### config.mk
export PLATFORM = sky130hd
export DESIGN_NAME = sample_window_averager_flat
export DESIGN_NICKNAME = d
export VERILOG_FILES = /design/src/hdl/swa_pkg.sv /design/src/hdl/swa_sample_if.sv /design/src/hdl/swa_result_if.sv /design/src/hdl/sample_window_averager.sv /design/src/flat_wrapper.sv
export SDC_FILE = /design/constraint.sdc
export NUM_CORES = 1
export LEC_CHECK = 0
export ABC_AREA = 1
export BUFFER_PORTS_ARGS = -buffer_cell sky130_fd_sc_hd__buf_2
export CORE_MARGIN = 2
export CORE_UTILIZATION = 40
export DETAILED_ROUTE_END_ITERATION = 6
export GPL_TIMING_DRIVEN = 0
export PLACE_DENSITY_LB_ADDON = 0.2
export SYNTH_ARGS = -nofsm -noshare
export SYNTH_HDL_FRONTEND = slang
export SYNTH_SLANG_ARGS = --single-unit
### constraint.sdc
create_clock -name i_clk -period 4.95 [get_ports i_clk]
set_input_delay 0.7425 -clock i_clk [delete_from_list [all_inputs] [get_ports i_clk]]
set_output_delay 0.7425 -clock i_clk [all_outputs]
set_load 0.005 [all_outputs]
### src/hdl/swa_pkg.sv
// ----------------------------------------------------------------------------
// swa_pkg: shared types and constants for the sample window averager
// Holds the sample type and the fixed widths and reset value of the
// window length register.
// ----------------------------------------------------------------------------
package swa_pkg;

    localparam int SAMPLE_W      = 16;
    localparam int WIN_LEN_W     = 5;
    localparam int WIN_LEN_RESET = 16;

    typedef logic [SAMPLE_W-1:0]  t_sample;
    typedef logic [WIN_LEN_W-1:0] t_win_len;

endpackage

### src/hdl/swa_sample_if.sv
// ----------------------------------------------------------------------------
// swa_sample_if: input sample channel
// Valid/ready channel that moves one unsigned 16-bit sample per request.
// ----------------------------------------------------------------------------
interface swa_sample_if;

    logic             valid;
    logic             ready;
    swa_pkg::t_sample sample;

    modport source (output valid, output sample, input ready);
    modport sink   (input valid, input sample, output ready);

endinterface

### src/hdl/swa_result_if.sv
// ----------------------------------------------------------------------------
// swa_result_if: result channel
// Valid/ready channel that moves the latest sample and the window mean.
// ----------------------------------------------------------------------------
interface swa_result_if;

    logic             valid;
    logic             ready;
    swa_pkg::t_sample current_value;
    swa_pkg::t_sample average_value;

    modport source (output valid, output current_value, output average_value, input ready);
    modport sink   (input valid, input current_value, input average_value, output ready);

endinterface

### src/hdl/sample_window_averager.sv
// One sample is handled at a time: a new sample is taken only in idle, once
// the previous result has gone to the output register. L being the effective
// window length, the single add/subtract unit first sums the L ring entries
// one entry a cycle, then runs a 16-step divide.
// Reset (synchronous, active low) clears the control state, the primed flag
// and sets the window length to 16; the ring is filled by the first sample.
// ----------------------------------------------------------------------------
// sample_window_averager: moving average over a ring of recent samples
// Stores samples in a ring memory, sums the active window through a shared
// adder and divides the sum by the window length with a restoring divider.
// ----------------------------------------------------------------------------
module sample_window_averager #(
    parameter int WINDOW_MAX = 16
) (
    input  logic                i_clk,
    input  logic                i_rst_n,
    input  logic                i_cfg_we,
    input  swa_pkg::t_win_len   i_cfg_wdata,
    swa_sample_if.sink          i_smp,
    swa_result_if.source        o_res
);
    import swa_pkg::*;

    localparam int LENW = $clog2(WINDOW_MAX + 1);
    localparam int AW   = (WINDOW_MAX > 1) ? $clog2(WINDOW_MAX) : 1;
    localparam int CNTW = (LENW > 4) ? LENW : 4;
    localparam int SUMW = SAMPLE_W + LENW;

    localparam logic [2:0] S_IDLE    = 3'd0;
    localparam logic [2:0] S_FILL    = 3'd1;
    localparam logic [2:0] S_WRITE   = 3'd2;
    localparam logic [2:0] S_SUM     = 3'd3;
    localparam logic [2:0] S_DIVINIT = 3'd4;
    localparam logic [2:0] S_DIV     = 3'd5;
    localparam logic [2:0] S_DONE    = 3'd6;

    logic [2:0]      r_state, n_state;
    t_win_len        r_win_len, n_win_len;
    logic            r_primed, n_primed;
    logic [AW-1:0]   r_wr_idx, n_wr_idx;
    logic [CNTW-1:0] r_cnt, n_cnt;
    t_sample         r_sample, n_sample;
    logic [SUMW-1:0] r_acc, n_acc;
    logic [LENW-1:0] r_rem, n_rem;
    t_sample         r_quo, n_quo;
    logic            r_rd_vld, n_rd_vld;
    logic            r_out_vld, n_out_vld;
    t_sample         r_out_cur, n_out_cur;
    t_sample         r_out_avg, n_out_avg;

    t_sample         r_ring [WINDOW_MAX];
    t_sample         r_rd_data;

    logic [LENW-1:0] w_len;
    logic [AW-1:0]   w_wr_addr;
    logic [AW:0]     w_idx_inc;
    logic            w_mem_we;
    logic [AW-1:0]   w_mem_waddr;
    logic            w_mem_re;

    logic [SUMW-1:0] w_alu_a;
    logic [SUMW-1:0] w_alu_b;
    logic            w_alu_sub;
    logic [SUMW:0]   w_alu_res;
    logic [LENW:0]   w_div_pr;

    // Length 0 counts as 1, and anything above the ring size as the ring size.
    always_comb begin
        if (r_win_len == '0) begin
            w_len = LENW'(1);
        end else if (32'(r_win_len) > WINDOW_MAX) begin
            w_len = LENW'(WINDOW_MAX);
        end else begin
            w_len = LENW'(r_win_len);
        end
    end

    // The index restarts at zero when the window length is no longer above it.
    assign w_wr_addr = (32'(r_wr_idx) >= 32'(w_len)) ? '0 : r_wr_idx;
    assign w_idx_inc = {1'b0, w_wr_addr} + (AW+1)'(1);

    // Partial remainder with the next dividend bit shifted in.
    assign w_div_pr = {r_rem, r_quo[SAMPLE_W-1]};

    // Shared add/subtract unit: accumulates in the sum phase, trial
    // subtracts in the divide phase.
    always_comb begin
        w_alu_a   = r_acc;
        w_alu_b   = SUMW'(r_rd_data);
        w_alu_sub = 1'b0;
        if (r_state == S_DIV) begin
            w_alu_a   = SUMW'(w_div_pr);
            w_alu_b   = SUMW'(w_len);
            w_alu_sub = 1'b1;
        end
        if (w_alu_sub) begin
            w_alu_res = {1'b0, w_alu_a} - {1'b0, w_alu_b};
        end else begin
            w_alu_res = {1'b0, w_alu_a} + {1'b0, w_alu_b};
        end
    end

    assign i_smp.ready         = (r_state == S_IDLE);
    assign o_res.valid         = r_out_vld;
    assign o_res.current_value = r_out_cur;
    assign o_res.average_value = r_out_avg;

    always_comb begin
        n_state   = r_state;
        n_win_len = r_win_len;
        n_primed  = r_primed;
        n_wr_idx  = r_wr_idx;
        n_cnt     = r_cnt;
        n_sample  = r_sample;
        n_acc     = r_acc;
        n_rem     = r_rem;
        n_quo     = r_quo;
        n_rd_vld  = 1'b0;
        n_out_vld = r_out_vld;
        n_out_cur = r_out_cur;
        n_out_avg = r_out_avg;
        w_mem_we    = 1'b0;
        w_mem_waddr = w_wr_addr;
        w_mem_re    = 1'b0;

        if (i_cfg_we) begin
            n_win_len = i_cfg_wdata;
        end
        if (r_out_vld && o_res.ready) begin
            n_out_vld = 1'b0;
        end

        case (r_state)
            S_IDLE: begin
                if (i_smp.valid) begin
                    n_sample = i_smp.sample;
                    n_cnt    = '0;
                    n_state  = r_primed ? S_WRITE : S_FILL;
                end
            end
            S_FILL: begin
                w_mem_we    = 1'b1;
                w_mem_waddr = r_cnt[AW-1:0];
                n_cnt       = r_cnt + CNTW'(1);
                if (32'(r_cnt) == WINDOW_MAX - 1) begin
                    n_wr_idx = '0;
                    n_primed = 1'b1;
                    n_cnt    = '0;
                    n_acc    = '0;
                    n_state  = S_SUM;
                end
            end
            S_WRITE: begin
                w_mem_we = 1'b1;
                if (32'(w_idx_inc) >= 32'(w_len)) begin
                    n_wr_idx = '0;
                end else begin
                    n_wr_idx = w_idx_inc[AW-1:0];
                end
                n_cnt   = '0;
                n_acc   = '0;
                n_state = S_SUM;
            end
            S_SUM: begin
                // Read data arrives in the cycle after its address.
                if (r_rd_vld) begin
                    n_acc = w_alu_res[SUMW-1:0];
                end
                if (32'(r_cnt) < 32'(w_len)) begin
                    w_mem_re = 1'b1;
                    n_rd_vld = 1'b1;
                    n_cnt    = r_cnt + CNTW'(1);
                end else begin
                    n_state = S_DIVINIT;
                end
            end
            S_DIVINIT: begin
                // The sum is below 65536 times the length, so its upper bits
                // already form a valid partial remainder.
                n_rem   = r_acc[SUMW-1:SAMPLE_W];
                n_quo   = r_acc[SAMPLE_W-1:0];
                n_cnt   = '0;
                n_state = S_DIV;
            end
            S_DIV: begin
                if (w_alu_res[SUMW]) begin
                    n_rem = w_div_pr[LENW-1:0];
                    n_quo = {r_quo[SAMPLE_W-2:0], 1'b0};
                end else begin
                    n_rem = w_alu_res[LENW-1:0];
                    n_quo = {r_quo[SAMPLE_W-2:0], 1'b1};
                end
                n_cnt = r_cnt + CNTW'(1);
                if (32'(r_cnt) == SAMPLE_W - 1) begin
                    n_state = S_DONE;
                end
            end
            S_DONE: begin
                if (!r_out_vld || o_res.ready) begin
                    n_out_vld = 1'b1;
                    n_out_cur = r_sample;
                    n_out_avg = r_quo;
                    n_state   = S_IDLE;
                end
            end
            default: begin
                n_state = S_IDLE;
            end
        endcase
    end

    always_ff @(posedge i_clk) begin
        if (!i_rst_n) begin
            r_state   <= S_IDLE;
            r_win_len <= t_win_len'(WIN_LEN_RESET);
            r_primed  <= 1'b0;
            r_wr_idx  <= '0;
            r_cnt     <= '0;
            r_sample  <= '0;
            r_rd_vld  <= 1'b0;
            r_out_vld <= 1'b0;
        end else begin
            r_state   <= n_state;
            r_win_len <= n_win_len;
            r_primed  <= n_primed;
            r_wr_idx  <= n_wr_idx;
            r_cnt     <= n_cnt;
            r_sample  <= n_sample;
            r_rd_vld  <= n_rd_vld;
            r_out_vld <= n_out_vld;
        end
    end

    always_ff @(posedge i_clk) begin
        r_acc     <= n_acc;
        r_rem     <= n_rem;
        r_quo     <= n_quo;
        r_out_cur <= n_out_cur;
        r_out_avg <= n_out_avg;
    end

    // Sample ring: one write port, one registered read port.
    always_ff @(posedge i_clk) begin
        if (w_mem_we) begin
            r_ring[w_mem_waddr] <= r_sample;
        end
    end

    always_ff @(posedge i_clk) begin
        if (w_mem_re) begin
            r_rd_data <= r_ring[r_cnt[AW-1:0]];
        end
    end

    a_busy_not_ready : assert property (@(posedge i_clk) disable iff (!i_rst_n)
        (r_state != S_IDLE) |-> !i_smp.ready)
        else $error("input ready while a sample is in progress");

    a_accept_starts : assert property (@(posedge i_clk) disable iff (!i_rst_n)
        (i_smp.valid && i_smp.ready) |=> (r_state == S_FILL || r_state == S_WRITE))
        else $error("accepted sample did not start a ring update");

    a_primed_sticks : assert property (@(posedge i_clk) disable iff (!i_rst_n)
        $past(r_primed) |-> r_primed)
        else $error("primed flag dropped without reset");

    a_div_range : assert property (@(posedge i_clk) disable iff (!i_rst_n)
        (r_state == S_DIVINIT) |-> (32'(r_acc[SUMW-1:SAMPLE_W]) < 32'(w_len)))
        else $error("window sum too large for a 16-bit quotient");

    a_wr_idx_range : assert property (@(posedge i_clk) disable iff (!i_rst_n)
        (r_state == S_SUM) |-> (32'(r_wr_idx) < 32'(w_len)))
        else $error("write index outside the window after an update");

endmodule
### src/flat_wrapper.sv
// flat-port wrapper written by rule: the top's interface ports become plain ports
module sample_window_averager_flat import swa_pkg::*;
#(
    parameter int WINDOW_MAX = 16
)
  (i_clk, i_rst_n, i_cfg_we, i_cfg_wdata, i_smp_valid, i_smp_sample, i_smp_ready, o_res_valid, o_res_current_value, o_res_average_value, o_res_ready);
  swa_sample_if i_smp_i ();
  swa_result_if o_res_i ();
  input  logic i_clk;
  input  logic i_rst_n;
  input  logic i_cfg_we;
  input  swa_pkg::t_win_len i_cfg_wdata;
  input wire logic [$bits(i_smp_i.valid)-1:0] i_smp_valid;
  input wire logic [$bits(i_smp_i.sample)-1:0] i_smp_sample;
  output wire logic [$bits(i_smp_i.ready)-1:0] i_smp_ready;
  output wire logic [$bits(o_res_i.valid)-1:0] o_res_valid;
  output wire logic [$bits(o_res_i.current_value)-1:0] o_res_current_value;
  output wire logic [$bits(o_res_i.average_value)-1:0] o_res_average_value;
  input wire logic [$bits(o_res_i.ready)-1:0] o_res_ready;
  assign i_smp_i.valid = i_smp_valid;
  assign i_smp_i.sample = i_smp_sample;
  assign i_smp_ready = i_smp_i.ready;
  assign o_res_valid = o_res_i.valid;
  assign o_res_current_value = o_res_i.current_value;
  assign o_res_average_value = o_res_i.average_value;
  assign o_res_i.ready = o_res_ready;
  sample_window_averager #(.WINDOW_MAX(WINDOW_MAX)) u_core (.i_clk(i_clk), .i_rst_n(i_rst_n), .i_cfg_we(i_cfg_we), .i_cfg_wdata(i_cfg_wdata), .i_smp(i_smp_i), .o_res(o_res_i));
endmodule
==> results of run 1 <==
stage by stage:
stage	power, mW	setup TNS [ps]	hold WS, ps	worst slack (ps)
floorplan	7.17	0	426	1350
global placement	8.68	-10670	436	-512
detailed placement	8.86	0	432	1050
CTS	11.8	0	382	1030
global route	12.4	0	420	696
finish	11.7	0	417	1050
sequential cells by signal, summed over array words and instances, names as in the netlist:
signal and flops:
u_core.r_ring 256, u_core.r_acc 21, u_core.o_res.average_value 16, u_core.o_res.current_value 16, u_core.r_quo 16, u_core.r_rd_data 16, u_core.r_sample 16, u_core.r_cnt 5
u_core.r_rem 5, u_core.r_win_len 5, u_core.r_wr_idx 4, u_core.r_state 3, u_core.o_res.valid 1, u_core.r_primed 1, u_core.r_rd_vld 1
how the worst max path moves through the flow:
stage | slack, ps | depth (start not counted) | end | startpoint
finish | 1050 | 24 | u_core.r_rem[4] | u_core.r_win_len[4]
global route | 700 | 26 | u_core.r_rem[4] | u_core.r_state[1]
global placement | -510 | 6 | u_core.r_acc[8] | u_core.r_cnt[3]
floorplan | 1350 | 6 | u_core.r_acc[0] | u_core.r_cnt[3]
CTS | 1030 | 23 | u_core.r_rem[4] | u_core.r_win_len[4]
detailed placement | 1050 | 23 | u_core.r_rem[4] | u_core.r_win_len[4]
layer usage:
layer | up-vias | wire, um
li1 | 5818 | -
met1 | 6110 | 20600
met2 | 422 | 23800
met3 | 88 | 3030
met4 | 0 | 1380
met5 | - | 0
worst max-delay path, stage by stage (launching register included):
cell and delay (ps):
dfxtp_1 470, inv_2 150, nand2_1 220, nand2_1 110
nand2_1 100, ha_1 160, inv_1 80, nor3_4 230
nand2_2 130, nor2_4 140, nand3_1 80, nand2_1 70
nand3_1 120, ha_1 380, nand2_1 140, nor2_1 170
nand2_1 100, nor2_1 110, nand2_1 60, nand3_1 170
inv_1 100, nand2_4 90, nand3_1 70, nand2_1 70
nand2_1 100
area by class of cell:
type | instances | area (sq um) | area share (%)
buffer | 71 | 320 | 1.63
clock buffer | 63 | 1180 | 6.01
clock inverter | 10 | 67.6 | 0.344
inverter | 111 | 417 | 2.12
multi-input combinational | 1002 | 5260 | 26.7
sequential | 382 | 11100 | 56.5
tap | 539 | 674 | 3.43
timing repair buffer | 78 | 637 | 3.24
cell usage after synthesis, types with 6 or more instances:
cell	n	area share, %
clkbuf_1	43	0.95
o22ai_1	18	0.66
inv_2	9	0.20
dfxtp_1	36	4.2
ha_1	39	2.9
nand4_1	6	0.22
o21bai_1	7	0.31
a21oi_1	67	2.0
buf_2	19	0.56
nand2_4	6	0.40
o21ai_0	171	5.0
o21a_1	6	0.26
nand2_1	256	5.6
o221ai_1	47	2.4
nand3_1	76	2.2
nor2_1	228	5.0
o21ai_2	7	0.36
inv_1	101	2.2
edfxtp_1	346	61
o211ai_1	19	0.84
cell usage in the layout (no fill, tap or decap), drive strengths merged, types with 19 or more instances in the layout:
cell    instances
edfxtp        346
dfxtp          36
nand3          81
inv           111
a21oi          67
o21ai         183
o221ai         47
clkbuf        106
nor2          236
nand2         263
o211ai         19
buf           106
ha             39
report_power, final:
part | leakage (nW) | internal (mW) | total (mW) | switching [mW]
Clock | 0.603 | 1.65 | 2.90 | 1.25
Combinational | 3.20 | 1.26 | 4.36 | 3.09
Sequential | 3.50 | 4.19 | 4.48 | 0.290
Total | 7.30 | 7.10 | 11.7 | 4.64
cells by family after synthesis:
| family | count (synthesis) | synth area share [%] |
|---|---|---|
| AOI/OAI and AO/OA | 355 | 12.3 |
| xor gates and xnor gates | 5 | 0.257 |
| adders and majority gates | 40 | 2.98 |
| buffers and inverters | 182 | 4.32 |
| DFF | 382 | 65.2 |
| and+or+nand+nor | 602 | 15.0 |
==> metrics.md, run 1 <==
| Metric | Value |
|---|---|
| Ant diodes | 0 |
| Layout cells sized above 1 | between 10% and 20% |
| Cell Count, Final, Fillers Out | between 2000 and 2500 |
| Status | finished clean |
| DRC viols | 0 |
| Clock Skews | 17.3 ps |
| Final RePlAce weighted congestion | just over 0.9 |
| Maximum clock insertion buffer count | 3 |
| Design area | just under 20000 sq um |
| CTS tree | done |
| Setup bufs post-CTS | 0 |
| Ys flop type | edfxtp_1 |
| Power Density | between 500 and 600 nW/um^2 |
| Fin crit share | approximately 79% |
| Routing usage on met2 | about 37% |
| Post-CTS sizing | 0 |
| Register bit count reported by yosys | around 380 |
| Routed vias | roughly 12000 |
| WHS Endpoint | u_core.r_win_len[2] |
| Worst hold path depth | 3 |
| Row count | 75 |
| Endpoint class of the critical path | register |
| Pin count of the biggest net entering global routing | 29 |
| Achievable Freq | between 0.2 and 0.3 GHz |
| WL/cell | 21.6 um |
| Vias per std cell | roughly 5.5 |
| Sequential share of the synthesized area | roughly 65% |
| Global-route wire length before repair | approximately 73000 um |
| Post-DP HPWL | between 30000 and 40000 um |
| Post-layout util | a little under half |
| Ys async rst share | 0% |
| Clk root buf | clkbuf_16 |
| Die H | about 210 um |
| Dpl cells | 2183 |
| Worst-skew pair later-pin latency | about 570 ps |
| Max_cap viols | 0 |
| Initial antenna violation count | 0 |
| CP arrival | approximately 4200 ps |
| Average size of a mapped cell | 10.9 sq um |
| Area post-placement | approximately 18000 sq um |
| Final setup fails | 0 |
| Post-Syn Area | approximately 17000 sq um |
| Hold path startpoint | i_cfg_wdata[2] |
| R2R setup slack | around 1100 ps |
| Grt peak-use layer | met2 |
| Area Growth Syn to Fin | 15.4% |
| RSZ-0062 raised after global routing | false |
| R2R Path Start | u_core.r_win_len[4] |
| Violation count after the first detailed-route iteration | roughly 1100 |
| Total gr overflow | 0 |
| Core area | 42000 sq um |
| Final min period | 3900 ps |
| I/O Buffers | 57 |
| Critical Path RT | 5240 ps |
| Hold Path Class | input port to register |
| Least-Margin Pin Slew | ~1000 ps |
| CP Launch Type | register |
| Leakage power | roughly 7.3 nW |
| Cell variety after synth | 47 |
| Worst VDD drop | between 0.3 and 0.4 mV |
| Clock Sinks | between 300 and 400 |
| Filler cells | approximately 3900 |
| Fin nets | around 1800 |
| Clock transition at path regs | approximately 60 ps |
| Mapped Cells | roughly 1600 |
| FF-to-FF End | u_core.r_rem[4] |
| Yosys Warn Count | 0 |
| M1 GR Usage | 29.3% |
| Cts bufs inserted | 41 |
| Critical path class | register to register |
| Tot GR Track Use | 22.2% |
| Hold Buf Count CTS | 0 |
| Die area | between 40000 and 50000 sq um |
| # IOs | 60 |
| Drt total wl | just under 50000 um |
| Slew Limit Headroom | between 30% and 40% |
| Final hold vios | 0 |
| Die W | between 200 and 250 um |
| Vias in the first global route | roughly 12000 |
| DRT antenna net count | 0 |
| Syn Nets | between 1500 and 2000 |
| Max Slew Vio Count | 0 |
| Worst reg2reg path depth | 24 |
| Post-synth EDFFs | ~350 |
| Initial Util | around 41% |
| Worst Path Max Fanout | 7 |
| # H-tree levels | 2 |
| Drt pass-1 iters | 5 |
| GRT met3 Usage | a little over 3% |
Note: power is estimated with default switching activity, not from simulation.
==> run 2: changes to the inputs <==
==> constraint.sdc (replaced) <==
create_clock -name i_clk -period 3.5 [get_ports i_clk]
set_input_delay 0.525 -clock i_clk [delete_from_list [all_inputs] [get_ports i_clk]]
set_output_delay 0.525 -clock i_clk [all_outputs]
set_load 0.005 [all_outputs]
==> run 2 against run 1 <==
Via count is 1.5% higher. Sequential cell count stayed put. Critical path type unchanged. Sequential power is 42% higher. Wire length is 3.0% higher. Sequential share of layout area is 1.8 points lower. Final cell count is 1.1% higher. Worst setup slack worse by 960 ps. Critical endpoint is now u_core.r_ring[14][3]. Utilization is 1.6 points higher. First-iteration DRC count is 7.4% higher. Highest routed layer unchanged. Die area stayed put. Combinational power is 54% higher. Hold slack worse by 240 ps.
==> metrics.md, run 2 (synthesis gave the netlist of run 1 again) <==
| Metric | Value |
|---|---|
| Post-layout util | 48.4% (+1.6 points) |
| Post-DP HPWL | 35300 um (+0.94%) |
| Least-Margin Pin Slew | 871 ps (-143 ps) |
| Commonest non-fill, non-tap cell in the layout | edfxtp_1 |
| Area Growth Syn to Fin | 19.4% |
| Layout cells sized above 1 | 17.5% (+5.4 points) |
| Final hold vios | 0 (unchanged) |
| RSZ-0062 raised after global routing | true |
| Achievable Freq | 0.293 GHz (+14%) |
| Fin crit share | 97.4% (+19 points) |
| Global-route wire length before repair | 73500 um (+0.55%) |
| Regs by FF count | u_core.r_ring (256), u_core.r_acc (21) |
| Initial Util | 40.6% (unchanged) |
| Die area | 44300 sq um (unchanged) |
| Final setup fails | 0 (unchanged) |
| Row count | 75 (unchanged) |
| DRT antenna net count | 0 (unchanged) |
| Critical-path cell list | inv_4, nand2_2, ha_1, a21o_1, a21oi_1, nand3_2, nor2_1, nand2_1, o21ai_0, nand3_1, nor2_2, buf_8 |
| Hold Path Class | input port to register |
| Pin count of the biggest net entering global routing | 29 (unchanged) |
| Endpoint class of the critical path | register |
| Cts bufs inserted | 42 (+2.4%) |
| Clock transition at path regs | 60 ps (about the same) |
| Leakage power | 7.57 nW (+3.7%) |
| CP Launch Type | register |
| Clock Sinks | 382 (unchanged) |
| Max stage delay cell, worst path | nor2_2 |
| Ant diodes | 0 (unchanged) |
| Clock Skews | 30.3 ps (+13.0 ps) |
| Worst path max stage delay | 620 ps (+150 ps) |
| Largest Register | u_core.r_ring |
| # IOs | 60 (unchanged) |
| Drt pass-1 iters | 6 (+1) |
| Worst slack at placement | -372 ps (-1430 ps) |
| Vias in the first global route | 12225 (+1.4%) |
| Final RePlAce weighted congestion | 0.896 (-1.1%) |
| Worst Path Buf+Inv | 2 (-1) |
| Slew Limit Headroom | 41.8% (+9.6 points) |
| Vias per std cell | 5.54 (+0.42%) |
| CTS tree | done |
| Crit path max-delay family | simple AND/OR/NAND/NOR gates |
| Fin nets | 1773 (+1.1%) |
| I/O Buffers | 57 (unchanged) |
| Die H | 210 um (unchanged) |
| DRC viols | 0 (unchanged) |
| Max_cap viols | 0 (unchanged) |
| Status | finished clean |
| Dpl cells | 2181 (-0.092%) |
| WL/cell | 22.0 um (+1.9%) |
| Power Density | 854 nW/um^2 (+43%) |
| Violation count after the first detailed-route iteration | 1143 (+7.4%) |
| Worst Path Max Fanout | 9 (+2) |
| CP arrival | 3700 ps (-490 ps) |
| Critical path class | register to register |
| Initial antenna violation count | 0 (unchanged) |
| Maximum clock insertion buffer count | 3 (unchanged) |
| Total gr overflow | 0 (unchanged) |
| Hold_ws | 173 ps (-244 ps) |
| Setup ws final | 92.2 ps (-959 ps) |
| Critical Path RT | 3790 ps (-1450 ps) |
| Worst-skew pair later-pin latency | 590 ps (+20 ps) |
| Worst VDD drop | 0.378 mV (+24%) |
| Area post-placement | 18400 sq um (about the same) |
| Max reg flops | 256 (unchanged) |
| Clk root buf | clkbuf_16 |
| Tot Pwr | 17.4 mW (+48%) |
| Most frequent cells in the layout | edfxtp_1, nand2_1, nor2_1, o21ai_0, inv_1 |
| Routed vias | 12623 (+1.5%) |
| # H-tree levels | 2 (unchanged) |
| Design area | 20400 sq um (+3.5%) |
| Die W | 210 um (unchanged) |
| Cell Count, Final, Fillers Out | 2280 (+1.1%) |
| Drt total wl | 50200 um (+3.0%) |
| Core area | 42000 sq um (unchanged) |
| Final min period | 3410 ps (-491 ps) |
| Setup TNS | 0 ps (unchanged) |
| Max Slew Vio Count | 0 (unchanged) |
| Tot GR Track Use | 22.4% (+0.23 points) |
-- run 2: cell types whose count changed in the layout (fill, tap and decap cells not counted), sizes merged --
cell / previous run / this run
buf: 106 / 124
bufinv: 0 / 1
inv: 111 / 113
clkinv: 10 / 17
clkbuf: 106 / 102
-- run 2: cell type report --
cell class,count,area (sq um)
timing repair buffer,97,812
tap,539,674
inverter,111,424
clock buffer,58,1180
multi-input combinational,1002,5640
fill,3832,21700
buffer,71,325
sequential,382,11100
clock inverter,20,176
-- run 2: power breakdown --
group / internal, mW / total, mW / switching [mW]
sequential: 5.93 / 6.34 / 0.412
combinational: 2.06 / 6.72 / 4.67
clock: 2.47 / 4.33 / 1.86
total: 10.5 / 17.4 / 6.94
-- run 2: path summary, 6_finish.rpt --
path                       start                        endpoint  slack (ps)  depth (start not counted)
min reg2reg     u_core.r_quo[10]  u_core.o_res.average_value[10]         450                          0
min               i_cfg_wdata[4]             u_core.r_win_len[4]         170                          3
max          u_core.r_win_len[4]            u_core.r_ring[14][3]          90                         12
max reg2reg  u_core.r_win_len[4]            u_core.r_ring[14][3]          90                         12
-- run 2: repair_timing --
| action | 4_1_cts | 5_1_grt |
|---|---|---|
| gates resized for setup | 19 | 83 |
| endpoints found under the hold margin | 0 | 0 |
| setup endpoints to repair | 60 | 178 |
| hold buffers | 0 | 0 |
| setup buffers | 2 | 19 |
| pin swaps | 4 | 28 |
-- run 2: routing by layer --
| metal | global-route usage [%] | share of wire [%] | vias up |
|---|---|---|---|
| met1 | 28.8 | 42 | 6161 |
| met2 | 37.6 | 48 | 465 |
| met4 | 9.03 | 3.7 | 0 |
| met3 | 3.93 | 6.3 | 125 |
| li1 | - | - | 5872 |
| met5 | 0 | 0 | - |
-- run 2: worst register-to-register path, delay by kind of cell (launching register included) --
kind | cells | cell delay [ps]
AND/OR/NAND/NOR | 6 | 1480
AO/OA/AOI/OAI | 3 | 500
flip-flops | 1 | 380
buffers and inverters | 2 | 380
adder cells (fa/ha/maj) | 1 | 360
